### src/hw/rtl/bfcf_pkg.sv
// Shared types and constants for the BCD frequency command framer.
`default_nettype none

package bfcf_pkg;

   // Input word and BCD widths
   localparam int unsigned UNITS_W  = 27;
   localparam int unsigned DIGITS   = 8;
   localparam int unsigned BCD_W    = 4 * DIGITS;
   localparam int unsigned BYTE_W   = 8;

   // Largest frequency that fits in eight decimal digits
   localparam logic [UNITS_W-1:0] MAX_UNITS = 27'd99999999;

   // Frame bytes
   localparam logic [BYTE_W-1:0] PREAMBLE_BYTE = 8'hfe;
   localparam logic [BYTE_W-1:0] CMD_SET_FREQ  = 8'h05;
   localparam logic [BYTE_W-1:0] SUBCMD_BYTE   = 8'h00;
   localparam logic [BYTE_W-1:0] END_BYTE      = 8'hfd;

   // Address register reset values
   localparam logic [BYTE_W-1:0] RADIO_ADDR_RST = 8'h52;
   localparam logic [BYTE_W-1:0] CTRL_ADDR_RST  = 8'he0;

   // Register index codes
   localparam logic REG_RADIO_ADDR = 1'b0;
   localparam logic REG_CTRL_ADDR  = 1'b1;

   // One slot of the conversion chain: remaining binary bits and partial BCD
   typedef struct packed {
      logic               valid;
      logic [UNITS_W-1:0] bin;
      logic [BCD_W-1:0]   bcd;
   } stage_type;

   // True when every nibble holds a decimal digit
   function automatic logic digits_ok(input logic [BCD_W-1:0] bcd);
      logic ok;
      ok = 1'b1;
      for (int i = 0; i < DIGITS; i++) begin
         if (bcd[4*i +: 4] > 4'd9) begin
            ok = 1'b0;
         end
      end
      return ok;
   endfunction

endpackage

`default_nettype wire

### src/hw/rtl/bfcf_dd_cell.sv
// One shift-and-correct cell of the binary to BCD conversion chain.
`default_nettype none

module bfcf_dd_cell (
   input  wire logic                clock,
   input  wire logic                reset,
   input  wire logic                advance,
   input  wire bfcf_pkg::stage_type slot_in,
   output bfcf_pkg::stage_type      slot_out
);

   logic                          valid_ff;
   logic                          valid_in;
   logic [bfcf_pkg::UNITS_W-1:0]  bin_ff;
   logic [bfcf_pkg::UNITS_W-1:0]  bin_in;
   logic [bfcf_pkg::BCD_W-1:0]    bcd_ff;
   logic [bfcf_pkg::BCD_W-1:0]    bcd_in;
   logic [bfcf_pkg::BCD_W-1:0]    bcd_fix;

   // Add three to every digit of five or more, then shift one binary bit in
   always_comb begin
      for (int i = 0; i < bfcf_pkg::DIGITS; i++) begin
         if (slot_in.bcd[4*i +: 4] >= 4'd5) begin
            bcd_fix[4*i +: 4] = slot_in.bcd[4*i +: 4] + 4'd3;
         end else begin
            bcd_fix[4*i +: 4] = slot_in.bcd[4*i +: 4];
         end
      end
      bcd_in   = {bcd_fix[bfcf_pkg::BCD_W-2:0], slot_in.bin[bfcf_pkg::UNITS_W-1]};
      bin_in   = {slot_in.bin[bfcf_pkg::UNITS_W-2:0], 1'b0};
      valid_in = slot_in.valid;
   end

   // Hold the valid bit under reset
   always_ff @(posedge clock) begin
      if (reset) begin
         valid_ff <= 1'b0;
      end else if (advance) begin
         valid_ff <= valid_in;
      end
   end

   // Advance the payload with the chain
   always_ff @(posedge clock) begin
      if (advance) begin
         bin_ff <= bin_in;
         bcd_ff <= bcd_in;
      end
   end

   assign slot_out.valid = valid_ff;
   assign slot_out.bin   = bin_ff;
   assign slot_out.bcd   = bcd_ff;

endmodule

`default_nettype wire

### src/hw/rtl/bfcf_framer.sv
// Byte sequencer that sends the eleven-byte set-frequency command.
`default_nettype none

module bfcf_framer (
   input  wire logic                             clock,
   input  wire logic                             reset,
   input  wire bfcf_pkg::stage_type              tail,
   input  wire logic [bfcf_pkg::BYTE_W-1:0]      radio_addr,
   input  wire logic [bfcf_pkg::BYTE_W-1:0]      ctrl_addr,
   output logic                                  load,
   output logic                                  rsp_valid,
   input  wire logic                             rsp_stall,
   output logic [bfcf_pkg::BYTE_W-1:0]           rsp_command_byte,
   output logic                                  rsp_last_byte
);

   // Byte positions in the frame
   localparam logic [3:0] POS_PRE0  = 4'd0;
   localparam logic [3:0] POS_PRE1  = 4'd1;
   localparam logic [3:0] POS_RADIO = 4'd2;
   localparam logic [3:0] POS_CTRL  = 4'd3;
   localparam logic [3:0] POS_CMD   = 4'd4;
   localparam logic [3:0] POS_SUB   = 4'd5;
   localparam logic [3:0] POS_BCD0  = 4'd6;
   localparam logic [3:0] POS_BCD1  = 4'd7;
   localparam logic [3:0] POS_BCD2  = 4'd8;
   localparam logic [3:0] POS_BCD3  = 4'd9;
   localparam logic [3:0] POS_END   = 4'd10;

   logic                         busy_ff;
   logic                         busy_in;
   logic [3:0]                   pos_ff;
   logic [3:0]                   pos_in;
   logic [bfcf_pkg::BCD_W-1:0]   bcd_ff;
   logic                         take;
   logic                         at_end;

   assign take   = busy_ff & ~rsp_stall;
   assign at_end = (pos_ff == POS_END);
   assign load   = tail.valid & (~busy_ff | (take & at_end));

   // Step through the frame, reload on the last word taken
   always_comb begin
      busy_in = busy_ff;
      pos_in  = pos_ff;
      if (load) begin
         busy_in = 1'b1;
         pos_in  = POS_PRE0;
      end else if (take) begin
         if (at_end) begin
            busy_in = 1'b0;
         end else begin
            pos_in = pos_ff + 4'd1;
         end
      end
   end

   always_ff @(posedge clock) begin
      if (reset) begin
         busy_ff <= 1'b0;
         pos_ff  <= POS_PRE0;
      end else begin
         busy_ff <= busy_in;
         pos_ff  <= pos_in;
      end
   end

   // Capture the finished digits
   always_ff @(posedge clock) begin
      if (load) begin
         bcd_ff <= tail.bcd;
      end
   end

   // Select the byte at the current position
   always_comb begin
      unique case (pos_ff)
         POS_PRE0:  rsp_command_byte = bfcf_pkg::PREAMBLE_BYTE;
         POS_PRE1:  rsp_command_byte = bfcf_pkg::PREAMBLE_BYTE;
         POS_RADIO: rsp_command_byte = radio_addr;
         POS_CTRL:  rsp_command_byte = ctrl_addr;
         POS_CMD:   rsp_command_byte = bfcf_pkg::CMD_SET_FREQ;
         POS_SUB:   rsp_command_byte = bfcf_pkg::SUBCMD_BYTE;
         POS_BCD0:  rsp_command_byte = bcd_ff[7:0];
         POS_BCD1:  rsp_command_byte = bcd_ff[15:8];
         POS_BCD2:  rsp_command_byte = bcd_ff[23:16];
         POS_BCD3:  rsp_command_byte = bcd_ff[31:24];
         POS_END:   rsp_command_byte = bfcf_pkg::END_BYTE;
         default:   rsp_command_byte = bfcf_pkg::END_BYTE;
      endcase
   end

   assign rsp_valid     = busy_ff;
   assign rsp_last_byte = at_end;

endmodule

`default_nettype wire

### src/hw/rtl/bcd_frequency_command_framer.sv
// Top level: BCD conversion chain, frame sequencer and address registers.
// Path: a word passes through the 27 conversion cells, one per binary bit, and the frame
//   sequencer then loads it and shows its first command byte.
// Flow: the sequencer sends one byte per cycle unless rsp_stall holds it; the chain takes
//   a new word every cycle until a finished word waits at its tail for the current frame to end.
// Reset: synchronous; clears the chain's valid bits and the sequencer, and sets the
//   radio address to 0x52 and the controller address to 0xe0.
`default_nettype none

module bcd_frequency_command_framer (
   input  wire logic                              clock,
   input  wire logic                              reset,
   // Input channel
   input  wire logic                              req_valid,
   output logic                                   req_stall,
   input  wire logic [bfcf_pkg::UNITS_W-1:0]      req_frequency_units,
   // Result channel
   output logic                                   rsp_valid,
   input  wire logic                              rsp_stall,
   output logic [bfcf_pkg::BYTE_W-1:0]            rsp_command_byte,
   output logic                                   rsp_last_byte,
   // Configuration port
   input  wire logic                              csr_psel,
   input  wire logic                              csr_penable,
   input  wire logic                              csr_pwrite,
   input  wire logic [2:0]                        csr_paddr,
   input  wire logic [31:0]                       csr_pwdata,
   output logic [31:0]                            csr_prdata,
   output logic                                   csr_pready
);

   localparam int unsigned NUM_CELLS = bfcf_pkg::UNITS_W;

   bfcf_pkg::stage_type           chain [NUM_CELLS+1];
   logic                          advance;
   logic                          load;
   logic [bfcf_pkg::BYTE_W-1:0]   radio_addr_ff;
   logic [bfcf_pkg::BYTE_W-1:0]   ctrl_addr_ff;
   logic                          csr_write;
   logic                          csr_sel;

   // Configuration registers
   assign csr_pready = 1'b1;
   assign csr_write  = csr_psel & csr_penable & csr_pwrite;
   assign csr_sel    = csr_paddr[2];

   always_ff @(posedge clock) begin
      if (reset) begin
         radio_addr_ff <= bfcf_pkg::RADIO_ADDR_RST;
         ctrl_addr_ff  <= bfcf_pkg::CTRL_ADDR_RST;
      end else if (csr_write) begin
         unique case (csr_sel)
            bfcf_pkg::REG_RADIO_ADDR: radio_addr_ff <= csr_pwdata[7:0];
            bfcf_pkg::REG_CTRL_ADDR:  ctrl_addr_ff  <= csr_pwdata[7:0];
            default:                  radio_addr_ff <= radio_addr_ff;
         endcase
      end
   end

   always_comb begin
      unique case (csr_sel)
         bfcf_pkg::REG_RADIO_ADDR: csr_prdata = {24'd0, radio_addr_ff};
         bfcf_pkg::REG_CTRL_ADDR:  csr_prdata = {24'd0, ctrl_addr_ff};
         default:                  csr_prdata = 32'd0;
      endcase
   end

   // Freeze the chain while a finished word waits for the sequencer
   assign advance   = ~chain[NUM_CELLS].valid | load;
   assign req_stall = ~advance;

   // Saturate and feed the first cell
   assign chain[0].valid = req_valid;
   assign chain[0].bin   = (req_frequency_units > bfcf_pkg::MAX_UNITS) ?
                           bfcf_pkg::MAX_UNITS : req_frequency_units;
   assign chain[0].bcd   = '0;

   for (genvar g = 0; g < NUM_CELLS; g++) begin : g_cell
      bfcf_dd_cell u_cell (
         .clock    (clock),
         .reset    (reset),
         .advance  (advance),
         .slot_in  (chain[g]),
         .slot_out (chain[g+1])
      );
   end

   bfcf_framer u_framer (
      .clock            (clock),
      .reset            (reset),
      .tail             (chain[NUM_CELLS]),
      .radio_addr       (radio_addr_ff),
      .ctrl_addr        (ctrl_addr_ff),
      .load             (load),
      .rsp_valid        (rsp_valid),
      .rsp_stall        (rsp_stall),
      .rsp_command_byte (rsp_command_byte),
      .rsp_last_byte    (rsp_last_byte)
   );

   // A finished conversion holds only decimal digits
   a_tail_digits : assert property (@(posedge clock) disable iff (reset)
      chain[NUM_CELLS].valid |-> bfcf_pkg::digits_ok(chain[NUM_CELLS].bcd))
      else $error("conversion chain produced a non-decimal digit");

   // A waiting conversion stays put until the sequencer loads it
   a_tail_hold : assert property (@(posedge clock) disable iff (reset)
      (chain[NUM_CELLS].valid && !load) |=>
         (chain[NUM_CELLS].valid && $stable(chain[NUM_CELLS].bcd)))
      else $error("waiting conversion lost or changed");

   // After the end byte is taken, the next byte shown opens a new frame
   a_frame_restart : assert property (@(posedge clock) disable iff (reset)
      (rsp_valid && !rsp_stall && rsp_last_byte) |=>
         (!rsp_valid || (rsp_command_byte == bfcf_pkg::PREAMBLE_BYTE && !rsp_last_byte)))
      else $error("frame did not restart with the preamble");

   // The end byte is flagged and carries the end code
   a_last_is_end : assert property (@(posedge clock) disable iff (reset)
      (rsp_valid && rsp_last_byte) |-> (rsp_command_byte == bfcf_pkg::END_BYTE))
      else $error("last byte flag on a byte other than the end byte");

endmodule

`default_nettype wire
### config.mk
export PLATFORM = sky130hd
export DESIGN_NAME = bcd_frequency_command_framer
export DESIGN_NICKNAME = d
export VERILOG_FILES = /design/src/hw/rtl/bfcf_pkg.sv /design/src/hw/rtl/bfcf_dd_cell.sv /design/src/hw/rtl/bfcf_framer.sv /design/src/hw/rtl/bcd_frequency_command_framer.sv
export SDC_FILE = /design/constraint.sdc
export NUM_CORES = 2
export LEC_CHECK = 0
export ABC_AREA = 1
export BUFFER_PORTS_ARGS = -buffer_cell sky130_fd_sc_hd__buf_2
export CAP_MARGIN = 20
export CELL_PAD_IN_SITES_DETAIL_PLACEMENT = 0
export CELL_PAD_IN_SITES_GLOBAL_PLACEMENT = 1
export CORE_MARGIN = 2
export CORE_UTILIZATION = 35
export CTS_BUF_LIST = sky130_fd_sc_hd__clkbuf_4
export CTS_CLUSTER_SIZE = 8
export DETAILED_ROUTE_END_ITERATION = 8
export PLACE_DENSITY = 0.69
export SETUP_SLACK_MARGIN = 0.02
export SLEW_MARGIN = 25
export SYNTH_ARGS = -nofsm -noshare
export SYNTH_HDL_FRONTEND = slang
export SYNTH_SLANG_ARGS = --single-unit
### constraint.sdc
create_clock -name clock -period 6.78 [get_ports clock]
set_input_delay 1.017 -clock clock [delete_from_list [all_inputs] [get_ports clock]]
set_output_delay 1.017 -clock clock [all_outputs]
set_load 0.02 [all_outputs]
==> out/metrics.csv <==
metric,value,unit
setup slack on the worst flop-to-flop path,3.49,ns
Worst IR Drop VDD,0.168,mV
Gate Count Post-Synth,3178,
total length of routed wires,51.1,mm
GRT Overall Usage,9.05,%
hold violation count in the final report,0,
ratio of cells with drive above 1 in the final layout,14.1,%
number of warnings reported in the yosys synthesis log,0,
first-pass iteration count of the detailed router,5,
most frequent cells in the layout,"edfxtp_1, inv_1, nor2_1, clkbuf_4, nand2_1",
Total Die Area,0.115,mm²
number of design-rule violations left by the first detailed-router iteration,818,
timing-limited maximum frequency,0.246,GHz
root buffer cell,clkbuf_4,
area of the core,0.112,mm²
clock skew,0.0650,ns
number of buffers added on ports,61,
met3 GRT Util,2.89,%
number of clock buffers inserted by TritonCTS,231,
average detailed-routed wire length per instance,9.96,µm
vertical die dimension,339,µm
die span in x,339,µm
Final GP Congestion,0.761,
total power density per cell area,388,mW/mm²
placed cell count,4728,
startpoint type of the worst setup path,flop,
total global routing overflow,0,
pins over their slew limit,0,
remaining routing DRC violations,0,
maximum fanout along the worst path,29,
vias per std cell,4.34,
# clock sinks,911,
Worst Setup Path Type,flop to output pin,
"most common cell after layout, fill and taps aside",edfxtp_1,
Final Setup Violations,0,
met1 usage in global routing,8.91,%
Crit path required time,5.76,ns
critical path endpoint category,output pin,
number of nets at the end of the flow,3759,
Final Non-Filler Cells,5125,
Max Buffers Root-to-Sink,3,
global route hottest layer,met2,
post-synth cell types,41,
CTS H-Tree Depth,4,
combined area of all synthesized cells,0.0394,mm²
buffers inserted during post-CTS setup optimization,0,
Leak Pwr,18.4,nW
total design power,17.2,mW
number of global-route vias before repair,21900,
arrival time at the worst endpoint,3.04,ns
initial antenna violation count,2,
FP Rows,123,
setup repair after global routing missed its margin,no,
GR met2 Demand/Resource,16.7,%
run status,"complete, no violations",
Detail Route Antenna Nets,0,
# Max-Cap Violations,0,
worst reg2reg path depth,7,
worst-case headroom to the max-slew limit,40.4,%
wire length of the first global-routing pass,89.3,mm
HPWL after DPL,31.1,mm
Worst-path clk slew,0.06,ns
class of the most critical hold timing path,input port to flop,
Post-Route Utilization,39.5,%
mean instance size in the synthesized netlist,12.4,µm²
I/O pin cnt,113,
via count of the routed design,22200,
layout-stage area growth over the synthesis result,12.6,%
Yosys reg bits,911,
clock tree from TritonCTS,built,
TNS Setup,0,ns
share of the yosys chip area belonging to registers,68.3,%
insertion delay of the later-clocked pin in the worst-skew pair,1.05,ns
"Period Utilization, post-route",59.9,%
largest net degree at the start of global routing,213,
post-route minimum period,4.06,ns
number of instances on the worst hold path,3,
Worst Max-Slew Pin Slew,0.894,ns
starting density of the core,35.1,%
final cells by class:
type / instances / area [µm²]
tap: 1500 / 1880
antenna: 6 / 15.0
multi-input combinational: 1770 / 10500
fill: 10900 / 67700
sequential: 911 / 26900
inverter: 480 / 1820
clock inverter: 49 / 280
clock buffer: 339 / 2540
timing repair buffer: 70 / 430
power breakdown:
group | switching [mW] | internal, mW | leakage (nW)
clock | 2.10 | 2.31 | 1.69
combinational | 2.30 | 1.58 | 7.13
sequential | 0.796 | 8.12 | 9.61
kinds of logic after synthesis:
logic type / share of synthesized area (%)
flip-flops: 68.3
AND/OR/NAND/NOR: 7.91
AO/OA/AOI/OAI: 8.78
buffers and inverters: 5.37
adder cells (fa/ha/maj): 7.19
XOR/XNOR: 2.45
other: 0.0191
cells in the mapped netlist:
library cell	n	share of area [%]
edfxtp_1	863	66
inv_1	474	4.5
nor2_1	367	3.5
nand2_1	296	2.8
a21oi_1	288	3.7
o21ai_0	282	3.6
ha_1	226	7.2
xor2_1	110	2.4
a211oi_1	55	1.0
or2_2	53	0.84
dfxtp_1	48	2.4
buf_4	27	0.52
o21ai_1	15	0.19
nand2_2	12	0.19
nand3_1	9	0.11
nand4_1	6	0.095
buf_6	5	0.14
clkbuf_1	5	0.048
inv_2	3	0.029
nand3_4	3	0.13
nor2_2	3	0.048
o21a_1	3	0.057
o21ai_2	3	0.067
conb_1	2	0.019
nor2_4	2	0.057
nor3_1	2	0.025
o2111ai_1	2	0.045
a22o_1	1	0.022
a22oi_1	1	0.019
buf_1	1	0.0095
buf_12	1	0.051
buf_2	1	0.013
clkinv_1	1	0.0095
clkinv_2	1	0.013
inv_4	1	0.016
nand2_4	1	0.029
nand3b_1	1	0.019
nor4_2	1	0.032
o21ai_4	1	0.041
o22ai_1	1	0.016
o31ai_1	1	0.019
registers in the layout, indices dropped and copies added (netlist names):
signal / count
g_cell.u_cell.bcd_ff: 480
g_cell.u_cell.bin_ff: 351
u_framer.bcd_ff: 32
g_cell.u_cell.valid_ff: 27
ctrl_addr_ff: 8
radio_addr_ff: 8
u_framer.pos_ff: 4
u_framer.rsp_valid: 1
per-stage QoR:
stage / cell area [µm²] / hold slack [ns] / worst slack [ns]
2_1_floorplan: 39400 / 0.400 / 1.04
6_report: 44300 / 0.206 / 2.72
4_1_cts: 44300 / 0.00331 / 2.52
5_1_grt: 44300 / 0.0474 / 2.41
3_3_place_gp: 41400 / 0.400 / 3.28
3_5_place_dp: 41400 / 0.405 / 3.22
what timing repair did:
item | CTS | global route
endpoints found under the hold margin | 3 | 0
setup endpoints to repair | 0 | 0
gates resized for setup | 0 | 0
hold buffers | 3 | 0
path summary, 6_finish.rpt:
check                                          from                                     to
max                 u_framer.pos_ff[0]$_SDFFE_PP0P_                              req_stall
min                                   csr_pwdata[1]          radio_addr_ff[1]$_SDFFE_PP1P_
max reg2reg         u_framer.pos_ff[0]$_SDFFE_PP0P_  g_cell[4].u_cell.bin_ff[23]$_DFFE_PN_
min reg2reg  g_cell[26].u_cell.bcd_ff[13]$_DFFE_PN_          u_framer.bcd_ff[13]$_DFFE_PP_
critical path: stages (launching register included):
cell and delay (ns):
dfxtp_1 0.43, inv_1 0.09, ha_1 0.28, nand3_4 0.13, o21ai_4 0.08, nor2_4 0.66
buf_2 0.30
per-layer routing:
layer / vias to the layer above / wire length [µm]
li1: 11600 / -
met1: 10200 / 20800
met2: 318 / 26300
met3: 128 / 2560
met4: 0 / 1400
met5: - / 0
No activity file was read; power rests on OpenSTA's default activity.
